<file path="src/rtl/stable_priority_message_queue_assert.svh">
// assertion macros for the stable priority message queue
`ifndef STABLE_PRIORITY_MESSAGE_QUEUE_ASSERT_SVH
`define STABLE_PRIORITY_MESSAGE_QUEUE_ASSERT_SVH
`ifndef SYNTH
// same-cycle implication
`define SPMQ_ASSERT_IMP(lbl, ante, cons, msg) \
  lbl: assert property (@(posedge clk) disable iff (!rst_n) (ante) |-> (cons)) \
    else $error(msg);
// next-cycle implication
`define SPMQ_ASSERT_NXT(lbl, ante, cons, msg) \
  lbl: assert property (@(posedge clk) disable iff (!rst_n) (ante) |=> (cons)) \
    else $error(msg);
`else
`define SPMQ_ASSERT_IMP(lbl, ante, cons, msg)
`define SPMQ_ASSERT_NXT(lbl, ante, cons, msg)
`endif
`endif

</file>
<file path="src/rtl/spmq_pkg.sv">
// shared types and codes of the stable priority message queue
package spmq_pkg;

  localparam int FUNC_W   = 2;
  localparam int TAG_W    = 32;
  localparam int PRIO_W   = 8;
  localparam int STATUS_W = 2;
  localparam int FILL_W   = 5;

  localparam logic [FUNC_W-1:0] FUNC_WRITE = 2'd0;
  localparam logic [FUNC_W-1:0] FUNC_READ  = 2'd1;
  localparam logic [FUNC_W-1:0] FUNC_CLEAN = 2'd2;

  localparam logic [STATUS_W-1:0] STATUS_DONE  = 2'd0;
  localparam logic [STATUS_W-1:0] STATUS_FULL  = 2'd1;
  localparam logic [STATUS_W-1:0] STATUS_EMPTY = 2'd2;

  // control broadcast to every cell
  typedef struct packed {
    logic push;
    logic pop;
    logic by_prio;
  } cell_ctl_t;

endpackage

</file>
<file path="src/rtl/spmq_if.sv">
// valid/ready channels of the stable priority message queue
interface spmq_in_if;
  import spmq_pkg::*;
  logic              valid;
  logic              ready;
  logic [FUNC_W-1:0] func;
  logic [TAG_W-1:0]  msg_tag;
  logic [PRIO_W-1:0] msg_priority;
  logic              ordered;

  modport source (output valid, func, msg_tag, msg_priority, ordered, input ready);
  modport sink (input valid, func, msg_tag, msg_priority, ordered, output ready);
endinterface

interface spmq_out_if;
  import spmq_pkg::*;
  logic                valid;
  logic                ready;
  logic [STATUS_W-1:0] status;
  logic                head_valid;
  logic [TAG_W-1:0]    head_tag;
  logic [PRIO_W-1:0]   head_priority;
  logic [FILL_W-1:0]   fill_count;

  modport source (output valid, status, head_valid, head_tag, head_priority, fill_count,
                  input ready);
  modport sink (input valid, status, head_valid, head_tag, head_priority, fill_count,
                output ready);
endinterface

</file>
<file path="src/rtl/spmq_cell.sv">
// one queue slot: holds an entry and shifts with its neighbors
module spmq_cell #(
  parameter int TAG_BITS  = 32,
  parameter int PRIO_BITS = 8
) (
  input  logic                  clk,
  input  spmq_pkg::cell_ctl_t   ctl,
  input  logic                  occupied,
  input  logic                  at_tail,
  input  logic                  found_in,
  output logic                  found_out,
  input  logic [TAG_BITS-1:0]   new_tag,
  input  logic [PRIO_BITS-1:0]  new_prio,
  input  logic [TAG_BITS-1:0]   left_tag,
  input  logic [PRIO_BITS-1:0]  left_prio,
  input  logic [TAG_BITS-1:0]   right_tag,
  input  logic [PRIO_BITS-1:0]  right_prio,
  output logic [TAG_BITS-1:0]   tag_q,
  output logic [PRIO_BITS-1:0]  prio_q
);
  import spmq_pkg::*;

  logic [TAG_BITS-1:0]  tag_r, tag_nxt;
  logic [PRIO_BITS-1:0] prio_r, prio_nxt;
  logic                 gt;

  // first strictly greater entry from the head takes the new word
  assign gt        = ctl.by_prio && occupied && (prio_r > new_prio);
  assign found_out = found_in | gt;

  always_comb begin
    tag_nxt  = tag_r;
    prio_nxt = prio_r;
    if (ctl.push) begin
      if (found_in) begin
        tag_nxt  = left_tag;
        prio_nxt = left_prio;
      end else if (gt || at_tail) begin
        tag_nxt  = new_tag;
        prio_nxt = new_prio;
      end
    end else if (ctl.pop) begin
      tag_nxt  = right_tag;
      prio_nxt = right_prio;
    end
  end

  always_ff @(posedge clk) begin
    tag_r  <= tag_nxt;
    prio_r <= prio_nxt;
  end

  assign tag_q  = tag_r;
  assign prio_q = prio_r;

endmodule

</file>
<file path="src/rtl/stable_priority_message_queue.sv">
// stable priority message queue: a row of shifting cells plus a result register
//
// in_ch takes one word per operation: func selects write, read head or clean.
// A write appends at the tail, or with ordered set goes in front of the first
// entry from the head whose priority is strictly greater; a write to a full
// queue is dropped with status full. A read pops the head, or reports empty.
// out_ch returns one word per operation with status, the popped entry and
// the fill count after the operation.
// The result word appears on out_ch in the cycle after acceptance, and one
// operation is taken every cycle unless stalled: all cells compare against the
// new priority at once; the insertion point ripples along the cells in that cycle.
// The result sits in an output register; a new word is accepted while the
// pending result is taken in the same cycle. When the receiver stalls, the
// result holds and in_ch.ready drops until it is taken.
// Reset empties the queue and the result register; entry contents are not
// cleared, only the fill count.
module stable_priority_message_queue #(
  parameter int QUEUE_DEPTH = 16,
  parameter int PRIO_BITS   = 8,
  parameter int TAG_BITS    = 32
) (
  input logic          clk,
  input logic          rst_n,
  spmq_in_if.sink      in_ch,
  spmq_out_if.source   out_ch
);
  import spmq_pkg::*;

  localparam int OCC_W = $clog2(QUEUE_DEPTH + 1);

  logic [OCC_W-1:0]     occ_r, occ_nxt;
  logic                 out_valid_r;
  logic [STATUS_W-1:0]  status_r, status_nxt;
  logic                 head_valid_r, head_valid_nxt;
  logic [TAG_W-1:0]     head_tag_r, head_tag_nxt;
  logic [PRIO_W-1:0]    head_prio_r, head_prio_nxt;
  logic [FILL_W-1:0]    fill_r;

  logic                 in_fire;
  logic                 full;
  logic                 empty;
  cell_ctl_t            ctl;
  logic [TAG_BITS-1:0]  new_tag;
  logic [PRIO_BITS-1:0] new_prio;

  logic [QUEUE_DEPTH:0]  found;
  logic [TAG_BITS-1:0]   cell_tag  [QUEUE_DEPTH];
  logic [PRIO_BITS-1:0]  cell_prio [QUEUE_DEPTH];

  assign in_ch.ready = !out_valid_r || out_ch.ready;
  assign in_fire     = in_ch.valid && in_ch.ready;
  assign full        = (occ_r == OCC_W'(QUEUE_DEPTH));
  assign empty       = (occ_r == '0);
  assign new_tag     = TAG_BITS'(in_ch.msg_tag);
  assign new_prio    = PRIO_BITS'(in_ch.msg_priority);

  always_comb begin
    ctl            = '0;
    ctl.by_prio    = in_ch.ordered;
    occ_nxt        = occ_r;
    status_nxt     = STATUS_DONE;
    head_valid_nxt = 1'b0;
    head_tag_nxt   = '0;
    head_prio_nxt  = '0;
    unique case (in_ch.func)
      FUNC_WRITE: begin
        if (full) begin
          status_nxt = STATUS_FULL;
        end else begin
          ctl.push = in_fire;
          occ_nxt  = occ_r + 1'b1;
        end
      end
      FUNC_READ: begin
        if (empty) begin
          status_nxt = STATUS_EMPTY;
        end else begin
          ctl.pop        = in_fire;
          occ_nxt        = occ_r - 1'b1;
          head_valid_nxt = 1'b1;
          head_tag_nxt   = TAG_W'(cell_tag[0]);
          head_prio_nxt  = PRIO_W'(cell_prio[0]);
        end
      end
      FUNC_CLEAN: begin
        occ_nxt = '0;
      end
      default: begin
      end
    endcase
  end

  assign found[0] = 1'b0;

  for (genvar k = 0; k < QUEUE_DEPTH; k++) begin : g_cell
    logic [TAG_BITS-1:0]  left_tag, right_tag;
    logic [PRIO_BITS-1:0] left_prio, right_prio;

    if (k == 0) begin : g_head
      assign left_tag  = new_tag;
      assign left_prio = new_prio;
    end else begin : g_mid
      assign left_tag  = cell_tag[k-1];
      assign left_prio = cell_prio[k-1];
    end

    if (k == QUEUE_DEPTH - 1) begin : g_last
      assign right_tag  = cell_tag[k];
      assign right_prio = cell_prio[k];
    end else begin : g_inner
      assign right_tag  = cell_tag[k+1];
      assign right_prio = cell_prio[k+1];
    end

    spmq_cell #(
      .TAG_BITS  (TAG_BITS),
      .PRIO_BITS (PRIO_BITS)
    ) u_cell (
      .clk        (clk),
      .ctl        (ctl),
      .occupied   (occ_r > OCC_W'(k)),
      .at_tail    (occ_r == OCC_W'(k)),
      .found_in   (found[k]),
      .found_out  (found[k+1]),
      .new_tag    (new_tag),
      .new_prio   (new_prio),
      .left_tag   (left_tag),
      .left_prio  (left_prio),
      .right_tag  (right_tag),
      .right_prio (right_prio),
      .tag_q      (cell_tag[k]),
      .prio_q     (cell_prio[k])
    );
  end

  always_ff @(posedge clk) begin
    if (!rst_n) begin
      occ_r       <= '0;
      out_valid_r <= 1'b0;
    end else begin
      if (in_fire) begin
        occ_r       <= occ_nxt;
        out_valid_r <= 1'b1;
      end else if (out_ch.ready) begin
        out_valid_r <= 1'b0;
      end
    end
  end

  // result word payload
  always_ff @(posedge clk) begin
    if (in_fire) begin
      status_r     <= status_nxt;
      head_valid_r <= head_valid_nxt;
      head_tag_r   <= head_tag_nxt;
      head_prio_r  <= head_prio_nxt;
      fill_r       <= FILL_W'(occ_nxt);
    end
  end

  assign out_ch.valid         = out_valid_r;
  assign out_ch.status        = status_r;
  assign out_ch.head_valid    = head_valid_r;
  assign out_ch.head_tag      = head_tag_r;
  assign out_ch.head_priority = head_prio_r;
  assign out_ch.fill_count    = fill_r;

`include "stable_priority_message_queue_assert.svh"

  `SPMQ_ASSERT_IMP(a_occ_bound, 1'b1, occ_r <= OCC_W'(QUEUE_DEPTH), "occupancy above depth")
  `SPMQ_ASSERT_NXT(a_pop_count, in_fire && in_ch.func == FUNC_READ && !empty,
                   occ_r == OCC_W'($past(occ_r) - 1'b1), "pop did not decrement")
  `SPMQ_ASSERT_NXT(a_drop_full, in_fire && in_ch.func == FUNC_WRITE && full,
                   status_r == STATUS_FULL && $stable(occ_r), "full write not dropped")
  `SPMQ_ASSERT_IMP(a_head_done, out_valid_r && head_valid_r, status_r == STATUS_DONE,
                   "popped entry with bad status")

endmodule

</file>
<file path="src/flat_wrapper.sv">
// flat-port wrapper written by rule: the top's interface ports become plain ports
module stable_priority_message_queue_flat import spmq_pkg::*;
#(
  parameter int QUEUE_DEPTH = 16,
  parameter int PRIO_BITS   = 8,
  parameter int TAG_BITS    = 32
)
  (clk, rst_n, in_ch_valid, in_ch_func, in_ch_msg_tag, in_ch_msg_priority, in_ch_ordered, in_ch_ready, out_ch_valid, out_ch_status, out_ch_head_valid, out_ch_head_tag, out_ch_head_priority, out_ch_fill_count, out_ch_ready);
  spmq_in_if in_ch_i ();
  spmq_out_if out_ch_i ();
  input logic clk;
  input logic rst_n;
  input wire logic [$bits(in_ch_i.valid)-1:0] in_ch_valid;
  input wire logic [$bits(in_ch_i.func)-1:0] in_ch_func;
  input wire logic [$bits(in_ch_i.msg_tag)-1:0] in_ch_msg_tag;
  input wire logic [$bits(in_ch_i.msg_priority)-1:0] in_ch_msg_priority;
  input wire logic [$bits(in_ch_i.ordered)-1:0] in_ch_ordered;
  output wire logic [$bits(in_ch_i.ready)-1:0] in_ch_ready;
  output wire logic [$bits(out_ch_i.valid)-1:0] out_ch_valid;
  output wire logic [$bits(out_ch_i.status)-1:0] out_ch_status;
  output wire logic [$bits(out_ch_i.head_valid)-1:0] out_ch_head_valid;
  output wire logic [$bits(out_ch_i.head_tag)-1:0] out_ch_head_tag;
  output wire logic [$bits(out_ch_i.head_priority)-1:0] out_ch_head_priority;
  output wire logic [$bits(out_ch_i.fill_count)-1:0] out_ch_fill_count;
  input wire logic [$bits(out_ch_i.ready)-1:0] out_ch_ready;
  assign in_ch_i.valid = in_ch_valid;
  assign in_ch_i.func = in_ch_func;
  assign in_ch_i.msg_tag = in_ch_msg_tag;
  assign in_ch_i.msg_priority = in_ch_msg_priority;
  assign in_ch_i.ordered = in_ch_ordered;
  assign in_ch_ready = in_ch_i.ready;
  assign out_ch_valid = out_ch_i.valid;
  assign out_ch_status = out_ch_i.status;
  assign out_ch_head_valid = out_ch_i.head_valid;
  assign out_ch_head_tag = out_ch_i.head_tag;
  assign out_ch_head_priority = out_ch_i.head_priority;
  assign out_ch_fill_count = out_ch_i.fill_count;
  assign out_ch_i.ready = out_ch_ready;
  stable_priority_message_queue #(.QUEUE_DEPTH(QUEUE_DEPTH), .PRIO_BITS(PRIO_BITS), .TAG_BITS(TAG_BITS)) u_core (.clk(clk), .rst_n(rst_n), .in_ch(in_ch_i), .out_ch(out_ch_i));
endmodule
</file>
<file path="config.mk">
export PLATFORM = sky130hd
export DESIGN_NAME = stable_priority_message_queue_flat
export DESIGN_NICKNAME = d
export VERILOG_FILES = /design/src/rtl/spmq_pkg.sv /design/src/rtl/spmq_if.sv /design/src/rtl/spmq_cell.sv /design/src/rtl/stable_priority_message_queue.sv /design/src/flat_wrapper.sv
export VERILOG_INCLUDE_DIRS = /design/src /design/src/rtl
export SDC_FILE = /design/constraint.sdc
export NUM_CORES = 2
export LEC_CHECK = 0
export ABC_AREA = 1
export BUFFER_PORTS_ARGS = -buffer_cell sky130_fd_sc_hd__buf_2
export CAP_MARGIN = 20
export CORE_ASPECT_RATIO = 0.9
export CORE_MARGIN = 2
export CORE_UTILIZATION = 30
export CTS_CLUSTER_DIAMETER = 40
export DETAILED_ROUTE_END_ITERATION = 12
export GPL_ROUTABILITY_DRIVEN = 0
export PLACE_DENSITY = 0.51
export SLEW_MARGIN = 0
export SYNTH_ARGS = -nofsm -noshare
export SYNTH_HDL_FRONTEND = slang
export SYNTH_SLANG_ARGS = --single-unit
</file>
<file path="constraint.sdc">
create_clock -name clk -period 18 [get_ports clk]
set_input_delay 0.9 -clock clk [delete_from_list [all_inputs] [get_ports clk]]
set_output_delay 0.9 -clock clk [all_outputs]
set_load 0.02 [all_outputs]
</file>
After elaboration in Yosys (flattened, before gate mapping)
Index checks and enable logic that the tools add are counted.
Word-level totals
  register bits after elaboration: 694
  bits in latches: 0
  RAM bits: 0
  bits in read-only memories: 0
  output and inout port bits: 50
  word-level logic and storage cells: 329
  memories: 0
Operators by class
  add/subtract/negate cells: 2
  multipliers: 0
  div/mod/pow operators: 0
  order comparisons: 32
  equal/unequal tests: 33
  shift-type cells: 0
  multiplexer cells: 135
  bitwise gates (word level): 15
  reduce and logical (&&, ||, !) cells: 73
Operators by type and width (number)
  32-bit two-way mux: 61
  8-bit two-way mux: 61
  8-bit > comparator: 16
  3-bit != test (second input constant): 14
  5-bit by 4-bit equality test with 1-bit output (second input constant): 8
  5-bit by 4-bit > comparator with 1-bit output (second input constant): 8
  1-bit logical AND: 33
  2-bit AND reduction: 16
  5-bit by 3-bit equality test with 1-bit output (second input constant): 4
  5-bit by 3-bit > comparator with 1-bit output (second input constant): 4
  1-bit logical OR: 17
  5-bit one-hot mux with 3 select lines: 1
  1-bit bitwise OR: 14
  5-bit by 2-bit equality test with 1-bit output (second input constant): 2
  5-bit by 1-bit > comparator with 1-bit output (second input constant): 2
  5-bit by 2-bit > comparator with 1-bit output (second input constant): 2
  5-bit two-way mux: 2
  1-bit two-way mux: 8
  2-bit nonzero test: 3
  5-bit by 1-bit adder with 5-bit output (second input constant): 1
  5-bit by 1-bit equality test with 1-bit output (second input constant): 1
  5-bit equality test (second input constant): 1
  5-bit zero test: 1
  5-bit by 1-bit subtractor with 5-bit output (second input constant): 1
  other kinds (9): 9

Longest topological paths before layout
  depth after elaboration: 19
  gate-level depth with buffers: 21
  mapped depth without buffers: 20

Modules after synthesis
From an unflattened synthesis, not the netlist that was laid out.
Unflattened totals
  cell total of the unflattened synthesis: 4511
  area, all modules: 39146.3 um^2
By module, submodules not included
  spmq_cell: times used 16, cells an instance 264, area each 2283.4 um^2
  stable_priority_message_queue: times used 1, cells an instance 287, area each 2611.3 um^2

Worst setup path before layout
Ideal clock, no wire load.
  path type: input -> register
  start point: input port out_ch_ready
  end point: register u_core.g_cell[1].u_cell.prio_r[0], enable pin
  arrival: 6020 ps
  setup slack: 11487 ps
  stages: 8
  path through: inv_1 nand2_1 nand2_1 inv_1 nand2_1 clkbuf_1 clkbuf_1 o21ai_0
Between the ends
  longest elaborated chain between the ends: 6
  elaborated cells on any way between the ends: 9
  those cells by class: eq/ne: 1; mux: 4; reduce/logical: 4
RTL lines
  from (decl): line flat_wrapper.sv:25  | input wire logic [$bits(out_ch_i.ready)-1:0] out_ch_ready;
  1-bit logical OR (*): line stable_priority_message_queue.sv:50  | assign in_ch.ready = !out_valid_r || out_ch.ready;
  via in_ch_ready: line flat_wrapper.sv:18  | output wire logic [$bits(in_ch_i.ready)-1:0] in_ch_ready;
  1-bit logical AND (*): line stable_priority_message_queue.sv:51  | assign in_fire = in_ch.valid && in_ch.ready;
  via u_core.in_fire: line stable_priority_message_queue.sv:39  | logic in_fire;
  1-bit two-way mux, on equally long branches: line stable_priority_message_queue.sv:67, stable_priority_message_queue.sv:75
  1-bit two-way mux: line stable_priority_message_queue.sv:65  | unique case (in_ch.func)
  3-bit != test (no source line) or 2-bit nonzero test (tied branches)
  2-bit AND reduction (no source line) (*)
  to (signal assigned): line spmq_cell.sv:50  | prio_r <= prio_nxt;
  to (decl): line spmq_cell.sv:24  | logic [PRIO_BITS-1:0] prio_r, prio_nxt;
Mark *: on every way through the listed nets, which the timed path passes. The rest lies on a longest branch.
A chain may end at the register's enable or synchronous reset.

Worst setup path in the final report
  start point: input port in_ch_msg_priority[2]
  end point: register u_core.g_cell[11].u_cell.tag_r[24], enable pin
Between the ends
  longest elaborated chain between the ends: 14
  elaborated cells on any way between the ends: 37
  those cells by class: order compare: 12; eq/ne: 1; bitwise: 10; reduce/logical: 14
RTL lines
  from (decl): line flat_wrapper.sv:16  | input wire logic [$bits(in_ch_i.msg_priority)-1:0] in_ch_msg_priority;
  8-bit > comparator: line spmq_cell.sv:28  | assign gt = ctl.by_prio && occupied && (prio_r > new_prio);
  1-bit logical AND: line spmq_cell.sv:28
  1-bit bitwise OR (10 in a row): line spmq_cell.sv:29  | assign found_out = found_in | gt;
  3-bit != test (no source line) (*)
  2-bit AND reduction (no source line) (*)
  to (signal assigned): line spmq_cell.sv:49  | tag_r <= tag_nxt;
  to (decl): line spmq_cell.sv:23  | logic [TAG_BITS-1:0] tag_r, tag_nxt;
Every way passes the cells marked *; elsewhere a longest branch is shown, timed or not.

==> qor.txt <==
Startpoint Class = primary input
CTS tree = built
P per Cell Area = 125 nW/um2
Cell Area, Synth = 37700 um2
Rel. slew slack = 0.248
All-Layer GR Usage = 0.198
vias post-DR = 31400
Final Hold Viols = 0
global-route wire length before repair = 193 mm
Boundary Pins = 97
DR iter-0 viols = 3456
final slew viol count = 0
final worst-path cycle share = 0.450
max cap viols = 0
Synth Instances = 4268
outcome = finished, final reports clean
worst hold path type = primary input to register
CTS max path bufs = 3
TNS Setup = 0 ns
Least-Margin Pin Slew = 1.13 ns
chip height = 340 um
Die Area = 129000 um2
post-route antenna net violation count = 0
Max Clk Rate = 124 MHz
DP Area = 39700 um2
net count of the mapped netlist = 4449
Rows = 123
post-route DRC violation count = 0
leakage power figure = 18.1 nW
post-layout min period = 8.10 ns
CTS resizes = 0
#FFs+latches synth = 694
most frequent cells in the layout = nand2_1 (861), o21ai_0 (761), edfxtp_1 (688)
synthesis warning total = 0
worst-path maximum fanout = 89
dpl ws = 9.21 ns
fin cells = 6041
drt first pass iters = 7
initial antenna violation count = 19
Worst EP required = 18.44 ns
Crit. End Element = register
Clock Latency Late Sink = 0.74 ns
pin count of the biggest net entering global routing = 201
sequential fraction of the synthesis area = 0.551
Core Area = 125000 um2
clk sink count = 694
WS Path Type = primary input to register
global route total overflow = 0
synth-to-layout area growth = 17.8%
H-tree levels = 4
Post-DP HPWL = 78.6 mm
commonest non-fill, non-tap cell in the layout = nand2_1
Worst EP arrival = 8.53 ns
buffers added on ports = 96
RSZ-0062 raised after global routing = false
Starting Density = 0.302
root buf cell = clkbuf_16
Num CTS Buffers = 137
DR vias/cell = 5.20
total wire length = 130 mm
WL per Instance = 21.5 um
Pwr Total = 5.55 mW
Netlist cell types = 44
CTS Hold Bufs = 0
DP Cell Count = 5789
Nets = 4422
Worst Slack Setup Final = 9.90 ns
fillers = 12800
fin area = 44400 um2
syn avg cell area = 8.84 um2
share of cells above drive strength 1 = 0.0963
number of global-route vias before repair = 29300
Worst-path clk slew = 0.04 ns
final setup fails = 0
Worst Skew = 0.0302 ns
worst vdd ir = 0.0897 mV
post-CTS setup buffers = 0
die width = 378 um
-- metal layers --
metal  share of wire  track usage  vias to the layer above
met4           0.022       0.0586                        8
met2            0.42        0.284                     1356
met5         0.00040            0                        -
met1            0.47        0.299                    15100
met3           0.082       0.0368                      209
li1                -            -                    14700
-- sequential cells by signal (all words and copies together) (netlist names), 2 cells and up --
| register | count |
|---|---|
| u_core.g_cell.u_cell.prio_q | 128 |
| u_core.out_ch.head_tag | 32 |
| u_core.out_ch.head_priority | 8 |
| u_core.out_ch.status | 2 |
| u_core.out_ch.fill_count | 5 |
| u_core.g_cell.u_cell.tag_q | 512 |
| u_core.occ_r | 5 |
-- critical path: stages --
cell and delay, ns:
buf_2 0.17, clkinv_1 0.73, ha_1 0.62, nand2_1 0.07
nor2_1 0.13, nand2_1 0.07, nand2_1 0.08, nor2_1 0.07
nand2_4 0.75, nand3_4 0.19, nor2_4 0.13, buf_4 0.59
nand4_4 0.18, nor2_4 0.17, nand4_4 0.13, nor2_8 0.49
buf_4 0.93, inv_2 0.75, o21ai_1 0.36, nand2_2 0.43
buf_4 0.44
-- Yosys cell counts (all sizes together) --
library cell	number	area, um2
nor4	1	6.26
o311ai	2	17.5
nor3	13	65.1
nand4	54	383
nand3	179	913
dfxtp	6	120
o211ai	7	52.6
o21bai	2	15.0
o211a	1	10.0
nor2	213	833
inv	468	1760
nor3b	3	22.5
and2	1	6.26
a21oi	347	1740
a211oi	2	15.0
a31oi	1	6.26
a21o	4	30.0
a2111o	1	11.3
a32o	1	10.0
a221oi	2	17.5
clkbuf	264	991
o21ai	846	4230
o221a	1	11.3
edfxtp	688	20700
o221ai	2	17.5
buf	52	249
clkinv	8	30.0
o21a	2	15.0
nand2	882	3310
o22ai	79	494
xor2	2	17.5
ha	134	1680
-- final timing paths --
kind	start	endpoint	slack [ns]	cells past startpoint
max	in_ch_msg_priority[2]	u_core.g_cell[11].u_cell.tag_q[24]	9.90	21
min	rst_n	u_core.occ_r[2]	0.44	3
max reg2reg	u_core.g_cell[0].u_cell.prio_q[3]	u_core.g_cell[11].u_cell.tag_q[24]	10.69	19
min reg2reg	u_core.g_cell[15].u_cell.tag_q[0]	u_core.g_cell[14].u_cell.tag_q[0]	0.51	2
-- power breakdown --
group	switching (mW)	leakage [nW]	internal, mW
Sequential	0.0506	6.42	1.94
Clock	0.910	2.31	1.75
Combinational	0.699	9.35	0.199
-- cell type report --
class,count,area (um2),area share
Antenna cell,1,2.50,0.0000563
Clock buffer,155,3570,0.0803
Clock inverter,96,1200,0.0270
Inverter,476,1790,0.0404
Multi-Input combinational cell,2782,14100,0.317
Sequential cell,694,20800,0.468
Tap cell,1687,2110,0.0475
Timing Repair Buffer,150,911,0.0205
-- kinds of logic (layout without fill, tap and decap cells) --
group / Yosys count / after routing / synth area share
xor+xnor: 2 / 2 / 0.000464
buf+inv: 792 / 877 / 0.0802
simple gates: 1346 / 1346 / 0.147
flops: 694 / 694 / 0.551
fa+ha+maj: 134 / 134 / 0.0444
other cells: 0 / 1 / 0
compound gates: 1300 / 1300 / 0.177
-- through the flow --
| stage | util | hold WS (ns) |
|---|---|---|
| finish | 0.356 | 0.437 |
| global route | 0.356 | 0.438 |
| CTS | 0.356 | 0.391 |
| detailed placement | 0.317 | 0.505 |
| global placement | 0.317 | 0.502 |
| floorplan | - | 0.495 |
No activity file was read; power rests on OpenSTA's default activity.
